===== config.mk =====
export PLATFORM = sky130hd
export DESIGN_NAME = tpnfu_ctrl
export DESIGN_NICKNAME = d
export VERILOG_FILES = /design/src/rtl/core/tpnfu_pkg.sv /design/src/rtl/core/tpnfu_ctrl.sv
export SDC_FILE = /design/constraint.sdc
export NUM_CORES = 1
export LEC_CHECK = 0
export BUFFER_PORTS_ARGS = -buffer_cell sky130_fd_sc_hd__buf_2
export CAP_MARGIN = 40
export CORE_AREA = 10 10 47 49
export DETAILED_ROUTE_END_ITERATION = 10
export DIE_AREA = 0 0 57 59
export GPL_TIMING_DRIVEN = 0
export PLACE_DENSITY = 0.67
export SYNTH_ARGS = -nofsm -noshare
export SYNTH_HDL_FRONTEND = slang
export SYNTH_SLANG_ARGS = --single-unit

===== constraint.sdc =====
create_clock -name clk -period 1.8 [get_ports clk]
set_input_delay 0.18 -clock clk [delete_from_list [all_inputs] [get_ports clk]]
set_output_delay 0.18 -clock clk [all_outputs]
set_load 0.01 [all_outputs]

===== src/rtl/core/tpnfu_pkg.sv =====
// Package for the timed Petri net fire unit: request/result payloads,
// operation and status codes, controller-to-datapath command and status.
// No dependencies.
package tpnfu_pkg;

	localparam logic [2:0] OP_WR_PRE    = 3'd0;
	localparam logic [2:0] OP_WR_POST   = 3'd1;
	localparam logic [2:0] OP_WR_DELAY  = 3'd2;
	localparam logic [2:0] OP_WR_STATE  = 3'd3;
	localparam logic [2:0] OP_WR_ELAPSE = 3'd4;
	localparam logic [2:0] OP_FIRE      = 3'd5;
	localparam logic [2:0] OP_COMMIT    = 3'd6;

	localparam logic [1:0] ST_WRITTEN = 2'd0;
	localparam logic [1:0] ST_FIRED   = 2'd1;
	localparam logic [1:0] ST_NOT_EN  = 2'd2;
	localparam logic [1:0] ST_BAD     = 2'd3;

	localparam logic [3:0] CFG_PLACES = 4'd0;
	localparam logic [3:0] CFG_TRANS  = 4'd1;

	localparam logic [4:0] FIELD_CAP = 5'd16;

	typedef struct packed {
		logic [2:0]  operation;
		logic [3:0]  place;
		logic [3:0]  transition;
		logic [7:0]  weight;
		logic [15:0] value;
		logic [23:0] wait_value;
		logic [31:0] elapsed_value;
	} req_t;

	typedef struct packed {
		logic [1:0]  status;
		logic [3:0]  out_place;
		logic [15:0] tokens;
		logic [23:0] wait_time;
		logic [23:0] step_time;
		logic [31:0] elapsed;
		logic        last;
	} res_t;

	typedef struct packed {
		logic       start;
		logic       exec_wr;
		logic       scan;
		logic       adv;
		logic       idx_zero;
		logic       el_calc;
		logic       emit_fire;
		logic       emit_single;
		logic       clr_run;
		logic [1:0] single_status;
	} cmd_t;

	typedef struct packed {
		logic [2:0] op;
		logic       req_ok;
		logic       fail;
		logic       last_idx;
		logic       out_free;
		logic       clr_done;
	} sts_t;

endpackage


===== src/rtl/core/tpnfu_ctrl.sv =====
// Controller FSM of the timed Petri net fire unit: sequences clear, writes,
// the enable/step scan and the update/emit pass. Depends on tpnfu_pkg.
module tpnfu_ctrl
	import tpnfu_pkg::*;
(
	input  logic clk,
	input  logic arst_n,
	input  logic request_valid,
	output logic request_stall,
	input  sts_t sts,
	output cmd_t cmd
);

	localparam logic [2:0] S_CLR    = 3'd0;
	localparam logic [2:0] S_IDLE   = 3'd1;
	localparam logic [2:0] S_EXEC   = 3'd2;
	localparam logic [2:0] S_SCAN   = 3'd3;
	localparam logic [2:0] S_DRAIN  = 3'd4;
	localparam logic [2:0] S_DECIDE = 3'd5;
	localparam logic [2:0] S_UPD    = 3'd6;
	localparam logic [2:0] S_SINGLE = 3'd7;

	logic [2:0] state_q, state_n;
	logic [1:0] rsp_q, rsp_n;

	assign request_stall = (state_q != S_IDLE);

	always_comb begin
		cmd     = '0;
		state_n = state_q;
		rsp_n   = rsp_q;
		unique case (state_q)
			S_CLR: begin
				cmd.clr_run = 1'b1;
				if (sts.clr_done) state_n = S_IDLE;
			end
			S_IDLE: begin
				if (request_valid) begin
					cmd.start = 1'b1;
					state_n   = S_EXEC;
				end
			end
			S_EXEC: begin
				if (sts.op == OP_FIRE || sts.op == OP_COMMIT) begin
					if (sts.req_ok) begin
						state_n = S_SCAN;
					end else begin
						rsp_n   = ST_BAD;
						state_n = S_SINGLE;
					end
				end else begin
					cmd.exec_wr = sts.req_ok;
					rsp_n       = sts.req_ok ? ST_WRITTEN : ST_BAD;
					state_n     = S_SINGLE;
				end
			end
			S_SCAN: begin
				cmd.scan = 1'b1;
				cmd.adv  = 1'b1;
				if (sts.last_idx) state_n = S_DRAIN;
			end
			S_DRAIN: begin
				cmd.idx_zero = 1'b1;
				state_n      = S_DECIDE;
			end
			S_DECIDE: begin
				if (sts.fail) begin
					rsp_n   = ST_NOT_EN;
					state_n = S_SINGLE;
				end else begin
					cmd.el_calc = 1'b1;
					state_n     = S_UPD;
				end
			end
			S_UPD: begin
				if (sts.out_free) begin
					cmd.emit_fire = 1'b1;
					cmd.adv       = 1'b1;
					if (sts.last_idx) state_n = S_IDLE;
				end
			end
			S_SINGLE: begin
				cmd.single_status = rsp_q;
				if (sts.out_free) begin
					cmd.emit_single = 1'b1;
					state_n         = S_IDLE;
				end
			end
		endcase
	end

	always_ff @(posedge clk or negedge arst_n) begin
		if (!arst_n) begin
			state_q <= S_CLR;
			rsp_q   <= ST_WRITTEN;
		end else begin
			state_q <= state_n;
			rsp_q   <= rsp_n;
		end
	end

endmodule


======== Word level (Yosys, flattened, before mapping) ========
Cells that the tools add are included.
word-level totals
  flip-flop bits (word level) ............. 5
  logic and storage cells ................. 54
cells by class
  eq/ne operators ......................... 18
  reduce and logical (&&, ||, !) cells .... 5
  muxes and demuxes ....................... 29
operators with widths
  cell                  number
  $mux W3               8
  $pmux W3 S8           1
  $eq A3 B3 Y1 const B  6
  $ne A2 B2 Y1 const B  7
  $mux W1               13
  $mux W2               5
  $eq A3 B2 Y1 const B  2
  $reduce_and A6 Y1     1
  $pmux W2 S2           1
  $eq A3 B1 Y1 const B  1
  $logic_not A3 Y1      1
  $ne A3 B1 Y1 const B  1
  $ne A3 B3 Y1 const B  1
  $reduce_and A3 Y1     1
  $pmux W1 S2           1
  $reduce_bool A2 Y1    1
  $logic_or A1 B1 Y1    1

======== Depth between registers and ports, before layout ========
Gate-level depths: netlist of run 1.
  depth in word-level cells ............... 4
  mapped depth ............................ 5

======== Worst setup path before layout of run 1 ========
OpenSTA, ideal clock, no wires.
  kind .................................... reg2out
  start ................................... register state_q[1]
  end ..................................... output port cmd[9] (netlist name)
  buffers on the path ..................... 0
  slack ................................... 387 ps
  required time ........................... 1620 ps
  stages on the path, launching flop included .. 5
  arrival ................................. 1233 ps
  cell sequence ........................... dfrtp_1 -> inv_1 -> or3_1 -> a21oi_1 -> and2_1
RTL lines
  what                      line              RTL
  start: declaration        tpnfu_ctrl.sv:23  logic [2:0] state_q, state_n;
  start signal: assignment  tpnfu_ctrl.sv:97  state_q <= state_n;
  end: declaration          tpnfu_ctrl.sv:11  output cmd_t cmd

==> results.json, run 1 <==
{
  "finalCritPeriodShare": 0.951,
  "nNetsFinal": 100,
  "grt_max_degree": 11,
  "die_w_um": 57,
  "placement.io_buffers": 22,
  "synthTopCellsByCount": "inv_1 (7), dfrtp_1 (5), and2_1 (4), and3_1 (4), nor2_1 (4)",
  "viasPerCell": 4.98,
  "synth_top_area_share": 0.272,
  "drc": 0,
  "p_int_w": 0.000503,
  "die_area_um2": 3360,
  "post_cts_buffers": 0,
  "stdcell_count": 103,
  "relSlewSlack": 0.776,
  "ys_seq_area_frac": 0.272,
  "final_util": 0.463,
  "r2r-start": "state_q[1]",
  "place_inst": 98,
  "root_buffer": "clkbuf_4",
  "swShare": 0.449,
  "syn-mean-instance-area_um2": 7.67,
  "cts_inserted_buffers": 3,
  "yosys_warnings": 0,
  "status": "finished, final reports clean",
  "hpwl_um": 1070,
  "drive_gt1_frac": 0.391,
  "async_flop_share": 1.00,
  "n_antenna_cell": 0,
  "wl_um": 1360,
  "startpoint": "state_q[2]",
  "switchingPower_w": 0.000410,
  "vias": 513,
  "power.share.clock": 0.137,
  "ys_seq_elements": 5,
  "cts_sinks": 5,
  "synthesis.area_um2": 460,
  "yosysMostFrequentCell": "inv_1",
  "ys_types": 29,
  "maxSlewViolCount": 0,
  "yosys.area.top_type": "dfrtp_1",
  "fp-row-count": 14,
  "cts_tree": "yes",
  "drtPass1Iterations": 4,
  "grt_pass1_wl_um": 2080,
  "syn_inst": 60,
  "critPathLaunchType": "register",
  "power.density_nw_per_um2": 1410,
  "grt_pass1_vias": 495,
  "max-vdd-ir-drop_mv": 0.685,
  "syn_to_final_growth_pct": 40.8,
  "h-tree-depth": 1,
  "ios": 23,
  "place.gp.congestion": 0.808,
  "wl_per_cell_um": 13.2,
  "period_minus_slack_ns": 1.71,
  "seq_power_share": 0.237,
  "ant_nets": 0,
  "drt_iter0_drc": 9,
  "hp-class": "in2reg",
  "gr-total-overflow": 0,
  "crit_required_ns": 1.62,
  "cp.arrival_ns": 1.53,
  "finClkSkew_ns": 0.000984,
  "finalHoldViolations": 0,
  "power.leakage_nw": 0.353,
  "clk_latency_ns": 0.23,
  "crit_type": "reg2out",
  "tightest_slew_ns": 0.335,
  "synth_flop_cell": "dfrtp_1",
  "worst_setup_path_end_kind": "output pin",
  "synth_nets": 72,
  "antenna_found_initial": 0,
  "synth_top_cells_by_area": "dfrtp_1 (27%), inv_1 (5.7%), and2_1 (5.4%), and3_1 (5.4%), mux2i_1 (4.3%)",
  "cp_max_fo": 9,
  "track_usage": 0.0755,
  "comb_power_share": 0.626,
  "cts_buffer_depth": 2,
  "synth_edf_count": 0,
  "max_clock_freq_ghz": 0.584,
  "min_from": "sts[4]",
  "maxCapViolations": 0,
  "initial_core_util": 0.329,
  "finalSetupViolations": 0,
  "clk_pin_slew_ns": 0.04,
  "dieHeight_um": 59,
  "design.core.area_um2": 1400
}
[final timing paths]
check | endpoint | slack [ns] | cells after the start
max in group asynchronous | state_q[0] | 1.37 | 2
max | cmd[9] | 0.09 | 4
min in group asynchronous | state_q[2] | 0.28 | 2
min reg2reg | rsp_q[0] | 0.53 | 2
max reg2reg | state_q[1] | 0.29 | 5
min | rsp_q[0] | 0.18 | 2
[cell usage in the layout, fill, tap and decap left out, drive strengths merged, types with 3 or more instances in the layout]
master,n
nor3,3
o21ai,3
clkbuf,5
nor2,4
buf,24
a21oi,3
and3,4
and2,4
inv,7
dfrtp,5
[power groups by stage]
stage          combinational, W  sequential [W]  clock (W)
2_1_floorplan          0.000395        0.000199          0
3_3_place_gp           0.000544        0.000212          0
3_5_place_dp           0.000550        0.000212          0
4_1_cts                0.000562        0.000211   0.000131
5_1_grt                0.000639        0.000225   0.000143
6_report               0.000571        0.000216   0.000125
[state kept, by name, summed over array words and instances, names as in the netlist]
signal,count
rsp_q,2
state_q,3
[repair_timing]
action	CTS	global route
hold buffers	1	0
endpoints found under the hold margin	5	0
endpoints found under the setup margin	2	5
pin swaps	0	1
resized for setup	2	6
[critical path: stages (launching register included)]
cell     delay [ns]
dfrtp_1        0.46
or3_4          0.44
a21oi_4        0.15
and2_1         0.13
buf_2          0.12
[metrics by stage]
step	worst slack, ns	hold WS (ns)	setup TNS [ns]	total power [W]	area (µm²)
finish	0.0881	0.177	0	0.000912	648
global route	-0.00374	0.184	-0.00374	0.00101	648
CTS	0.00870	0.167	0	0.000904	633
detailed placement	0.220	-0.00215	0	0.000761	591
global placement	0.215	-0.00459	0	0.000757	591
floorplan	0.387	-0.116	0	0.000593	460
[layout make-up]
type / instances / area [µm²]
multi-input cells: 45 / 312
flip-flops and latches: 5 / 126
plain buffers: 3 / 17.5
fillers: 152 / 753
inverters: 7 / 26.3
well taps: 16 / 20.0
clock buffers: 4 / 26.3
repair buffers: 23 / 120
[layer usage]
layer	share of wire	up-vias	global-route usage
li1	-	272	-
met2	0.53	12	0.127
met1	0.40	227	0.0780
met3	0.056	2	0.0258
met5	0	-	0
met4	0.010	0	0.0503
[kinds of logic after synthesis]
kind of cell | synth area share
XOR/XNOR | 0.0190
flip-flops | 0.272
AO/OA/AOI/OAI | 0.226
AND/OR/NAND/NOR | 0.326
adder cells (fa/ha/maj) | 0.0272
multiplexers | 0.0435
buffers and inverters | 0.0870
No activity file was read; power rests on OpenSTA's default activity.
==> inputs of run 2 (changes only) <==
--- a/config.mk
+++ b/config.mk
@@ -11,7 +11,7 @@
 export DETAILED_ROUTE_END_ITERATION = 10
 export DIE_AREA = 0 0 57 59
 export GPL_TIMING_DRIVEN = 0
-export PLACE_DENSITY = 0.67
+export PLACE_DENSITY_LB_ADDON = 0.25
 export SYNTH_ARGS = -nofsm -noshare
 export SYNTH_HDL_FRONTEND = slang
 export SYNTH_SLANG_ARGS = --single-unit
==> run 2 against run 1 <==
  * Die area unchanged
  * Register-to-register slack about the same
  * Sequential power about the same
  * Clock power up 3%
  * Wire length down 3.7%
  * Sequential share of layout area up 0.076 points
  * Via count up 3.1%
  * Critical endpoint unchanged
  * Maximum frequency down 1.4%
  * Flip-flop and latch count unchanged
  * Count of clock-buffer cells in the layout unchanged
  * Critical path type unchanged
==> results.json, run 2 (same netlist as run 1, synthesis figures left out) <==
{
  "cp.arrival_ns": 1.56,
  "rsz0062_at_grt": "false",
  "die_w_um": 57,
  "regMostFlops": "state_q",
  "final_cell_mix": "buf_2 (23), inv_1 (6)",
  "nNetsFinal": 100,
  "crit_required_ns": 1.62,
  "place_inst": 98,
  "ant_nets": 0,
  "tightest_slew_ns": 0.282,
  "final.fill_count": 139,
  "drt_iter0_drc": 4,
  "cts_tree": "yes",
  "fp-row-count": 14,
  "min_from": "sts[4]",
  "r2r-start": "state_q[0]",
  "grt_pass1_vias": 538,
  "finalSetupViolations": 0,
  "power.density_nw_per_um2": 1420,
  "pre_cts_slack_ns": 0.198,
  "setup_ws_ns": 0.0641,
  "ios": 23,
  "relSlewSlack": 0.812,
  "setup_tns_ns": 0,
  "max_clock_freq_ghz": 0.576,
  "finalHoldViolations": 0,
  "vias": 529,
  "cts_buffer_depth": 2,
  "root_buffer": "clkbuf_4",
  "largest_reg_flops": 3,
  "clk_pin_slew_ns": 0.04,
  "wl_um": 1310,
  "maxCapViolations": 0,
  "period_minus_slack_ns": 1.74,
  "drtPass1Iterations": 2,
  "h-tree-depth": 1,
  "finalCritPeriodShare": 0.964,
  "place.gp.congestion": 0.758,
  "startpoint": "state_q[1]",
  "die_area_um2": 3360,
  "placement.io_buffers": 22,
  "cts_inserted_buffers": 3,
  "antenna_found_initial": 0,
  "max-vdd-ir-drop_mv": 0.624,
  "drive_gt1_frac": 0.402,
  "cts_sinks": 5,
  "layout_commonest_cell": "buf_2",
  "stdcell_count": 103,
  "design.core.area_um2": 1400,
  "viasPerCell": 5.14,
  "dieHeight_um": 59,
  "hp-class": "in2reg",
  "finClkSkew_ns": 0.00169,
  "syn_to_final_growth_pct": 40.2,
  "initial_core_util": 0.329,
  "grt_max_degree": 11,
  "n_antenna_cell": 0,
  "crit_type": "reg2out",
  "wl_per_cell_um": 12.7,
  "track_usage": 0.0786,
  "power.total_w": 0.000918,
  "critPathLaunchType": "register",
  "worst_setup_path_end_kind": "output pin",
  "drc": 0,
  "clk_latency_ns": 0.24,
  "top_regs": "state_q x3, rsp_q x2",
  "grt_pass1_wl_um": 2200,
  "gr-total-overflow": 0,
  "maxSlewViolCount": 0,
  "status": "finished, final reports clean",
  "hpwl_um": 1110,
  "power.leakage_nw": 0.354,
  "cp_max_fo": 6
}
-- run 2: critical path: stages (launching register included) --
cell     delay [ns]
dfrtp_1        0.40
inv_2          0.09
or3_4          0.42
a21oi_2        0.16
and2_1         0.13
buf_2          0.12
-- run 2: report_power, final --
| group | internal, W | switching (W) | leakage [nW] | total (W) |
|---|---|---|---|---|
| Combinational | 0.000254 | 0.000316 | 0.279 | 0.000570 |
| Sequential | 0.000166 | 0.0000533 | 0.0601 | 0.000219 |
| Clock | 0.0000837 | 0.0000451 | 0.0150 | 0.000129 |
| Total | 0.000504 | 0.000414 | 0.354 | 0.000918 |
-- run 2: per-stage QoR --
stage | area, µm² | hold WS [ns] | utilization
final | 646 | 0.179 | 0.461
after global routing | 646 | 0.193 | 0.461
after CTS | 631 | 0.175 | 0.450
after detailed placement | 591 | -0.00561 | 0.421
after global placement | 591 | -0.00347 | 0.421
after floorplan | 460 | -0.116 | -
-- run 2: final timing paths --
kind,end,slack (ns),depth (start not counted)
setup / recovery,cmd[9],0.06,5
hold / removal,rsp_q[0],0.18,2
setup reg to reg,state_q[0],0.28,5
hold reg to reg,rsp_q[0],0.54,2
max in group asynchronous,state_q[0],1.39,2
min in group asynchronous,rsp_q[0],0.27,2
-- run 2: routing by layer --
layer | global-route usage | share of wire
met1 | 0.0745 | 0.40
met2 | 0.149 | 0.53
met3 | 0.0236 | 0.059
met4 | 0.0403 | 0.016
met5 | 0 | 0
-- run 2: repair_timing --
item                                    4_1_cts  5_1_grt
setup buffers                                 0        0
endpoints found under the setup margin        2        5
gates resized for setup                       1        7
hold buffers                                  1        0
hold endpoints to repair                      5        0
-- run 2: layout make-up --
type / count / area [µm²] / share of cell area
repair buffers: 23 / 120 / 0.186
well taps: 16 / 20.0 / 0.0310
plain buffers: 3 / 17.5 / 0.0271
flip-flops and latches: 5 / 126 / 0.196
inverters: 7 / 26.3 / 0.0407
multi-input cells: 45 / 309 / 0.479
clock buffers: 4 / 26.3 / 0.0407
==> inputs of run 3 (changes only) <==
--- a/config.mk
+++ b/config.mk
@@ -10,7 +10,6 @@
 export CORE_AREA = 10 10 47 49
 export DETAILED_ROUTE_END_ITERATION = 10
 export DIE_AREA = 0 0 57 59
-export GPL_TIMING_DRIVEN = 0
 export PLACE_DENSITY_LB_ADDON = 0.25
 export SYNTH_ARGS = -nofsm -noshare
 export SYNTH_HDL_FRONTEND = slang
==> run 3 against run 2 <==
  * Core utilization grew 1.9 points
  * Critical path type unchanged
  * Wire length grew 5.1%
  * Setup slack gained 0.014 ns
  * Maximum frequency grew 0.82%
  * Sequential power is essentially flat
  * Via count grew 4.9%
  * Hold slack gained 0.0065 ns
  * Cell count grew 3.9%
  * Sequential share of layout area shrank 0.58 points
  * Clock skew grew 0.0025 ns
  * Die area is the same
  * Design area grew 4.1%
==> results.json, run 3 (same netlist as run 1, synthesis figures left out) <==
{
  "status": "finished, final reports clean",
  "slowest_delay_ns": 0.46,
  "place.gp.congestion": 0.760,
  "startpoint": "state_q[2]",
  "h-tree-depth": 1,
  "die_w_um": 57,
  "root_buffer": "clkbuf_4",
  "tightest_slew_ns": 0.296,
  "cp_max_fo": 9,
  "slowest_stage": "dfrtp_2",
  "wl_um": 1380,
  "n_antenna_cell": 0,
  "relSlewSlack": 0.803,
  "cp.arrival_ns": 1.54,
  "ios": 23,
  "initial_core_util": 0.329,
  "finalHoldViolations": 0,
  "nNetsFinal": 104,
  "final.fill_count": 152,
  "antenna_found_initial": 0,
  "maxCapViolations": 0,
  "dieHeight_um": 59,
  "reg2reg_depth": 4,
  "top_regs": "state_q x3, rsp_q x2",
  "design.core.area_um2": 1400,
  "cts_tree": "yes",
  "syn_to_final_growth_pct": 45.9,
  "layout_commonest_cell": "buf_2",
  "final_util": 0.479,
  "viasPerCell": 5.19,
  "fp-row-count": 14,
  "hpwl_um": 1090,
  "power.density_nw_per_um2": 1450,
  "r2r_setup_slack_ns": 0.25,
  "max_clock_freq_ghz": 0.581,
  "path_cells": "or3_1, a21oi_2, and2_1, buf_2",
  "finClkSkew_ns": 0.00416,
  "placement.io_buffers": 22,
  "maxSlewViolCount": 0,
  "die_area_um2": 3360,
  "rsz0062_at_grt": "false",
  "finalCritPeriodShare": 0.957,
  "cts_buffer_depth": 2,
  "grt_pass1_wl_um": 2150,
  "grt_pass1_vias": 516,
  "clk_pin_slew_ns": 0.04,
  "track_usage": 0.0773,
  "drc": 0,
  "drt_iter0_drc": 23,
  "regMostFlops": "state_q",
  "min_from": "sts[4]",
  "crit_required_ns": 1.62,
  "r2r-start": "state_q[0]",
  "max-vdd-ir-drop_mv": 0.645,
  "power.total_w": 0.000975,
  "vias": 555,
  "final_cell_area_um2": 672,
  "period_minus_slack_ns": 1.72,
  "final_cell_mix": "buf_2 (22), inv_1 (7), buf_4 (7)",
  "hp-class": "in2reg",
  "worst_setup_path_end_kind": "output pin",
  "clk_latency_ns": 0.24,
  "largest_reg_flops": 3,
  "ant_nets": 0,
  "post_dp_cell_area_um2": 599,
  "hold_depth": 2,
  "power.leakage_nw": 0.369,
  "finalSetupViolations": 0,
  "wl_per_cell_um": 12.9,
  "gr-total-overflow": 0,
  "crit_type": "reg2out",
  "cts_sinks": 5,
  "setup_tns_ns": 0,
  "grt_max_degree": 17,
  "cts_inserted_buffers": 3,
  "drive_gt1_frac": 0.407,
  "critPathLaunchType": "register",
  "drtPass1Iterations": 4
}
run 3: layout make-up:
type                    instances  area [µm²]  area share
multi-input cells              45         299       0.445
well taps                      16        20.0      0.0298
clock buffers                   4        26.3      0.0391
inverters                       7        26.3      0.0391
repair buffers                 30         173       0.257
flip-flops and latches          5         128       0.190
run 3: report_power, final:
group / leakage (nW) / switching (W) / total (W) / internal (W)
Sequential: 0.0586 / 0.0000518 / 0.000218 / 0.000167
Clock: 0.0150 / 0.0000415 / 0.000125 / 0.0000835
Combinational: 0.295 / 0.000329 / 0.000631 / 0.000303
Total: 0.369 / 0.000422 / 0.000975 / 0.000553
run 3: worst paths after layout:
path                                    to
worst max-delay path                cmd[9]
worst min-delay path              rsp_q[0]
worst max register to register  state_q[0]
worst min register to register    rsp_q[0]
max in group asynchronous       state_q[0]
min in group asynchronous       state_q[1]
run 3: metal layers:
metal / global-route usage / vias to the layer above / wire length, µm
met1: 0.0806 / 254 / 589
met3: 0.0258 / 2 / 84
met5: 0 / - / 0
met2: 0.130 / 13 / 696
met4: 0.0503 / 0 / 9
li1: - / 286 / -
run 3: critical path, delay by kind of cell, from the launching register on:
family                 cells  cell delay, ns
AOI/OAI and AO/OA          1            0.17
and+or+nand+nor            2            0.55
DFF                        1            0.46
buffers and inverters      1            0.12
run 3: metrics by stage:
step           setup slack, ns  instances  hold WS, ns
2_1_floorplan            0.387         60       -0.116
3_3_place_gp             0.166         98     -0.00338
3_5_place_dp             0.126         98     -0.00410
4_1_cts                 0.0422        103        0.177
5_1_grt                 0.0121        107        0.189
6_report                0.0782        107        0.185
run 3: repair_timing:
item / CTS / global route
hold buffers: 1 / 0
endpoints found under the hold margin: 5 / 0
gates resized for setup: 2 / 1
setup buffers: 0 / 4
setup endpoints to repair: 2 / 1
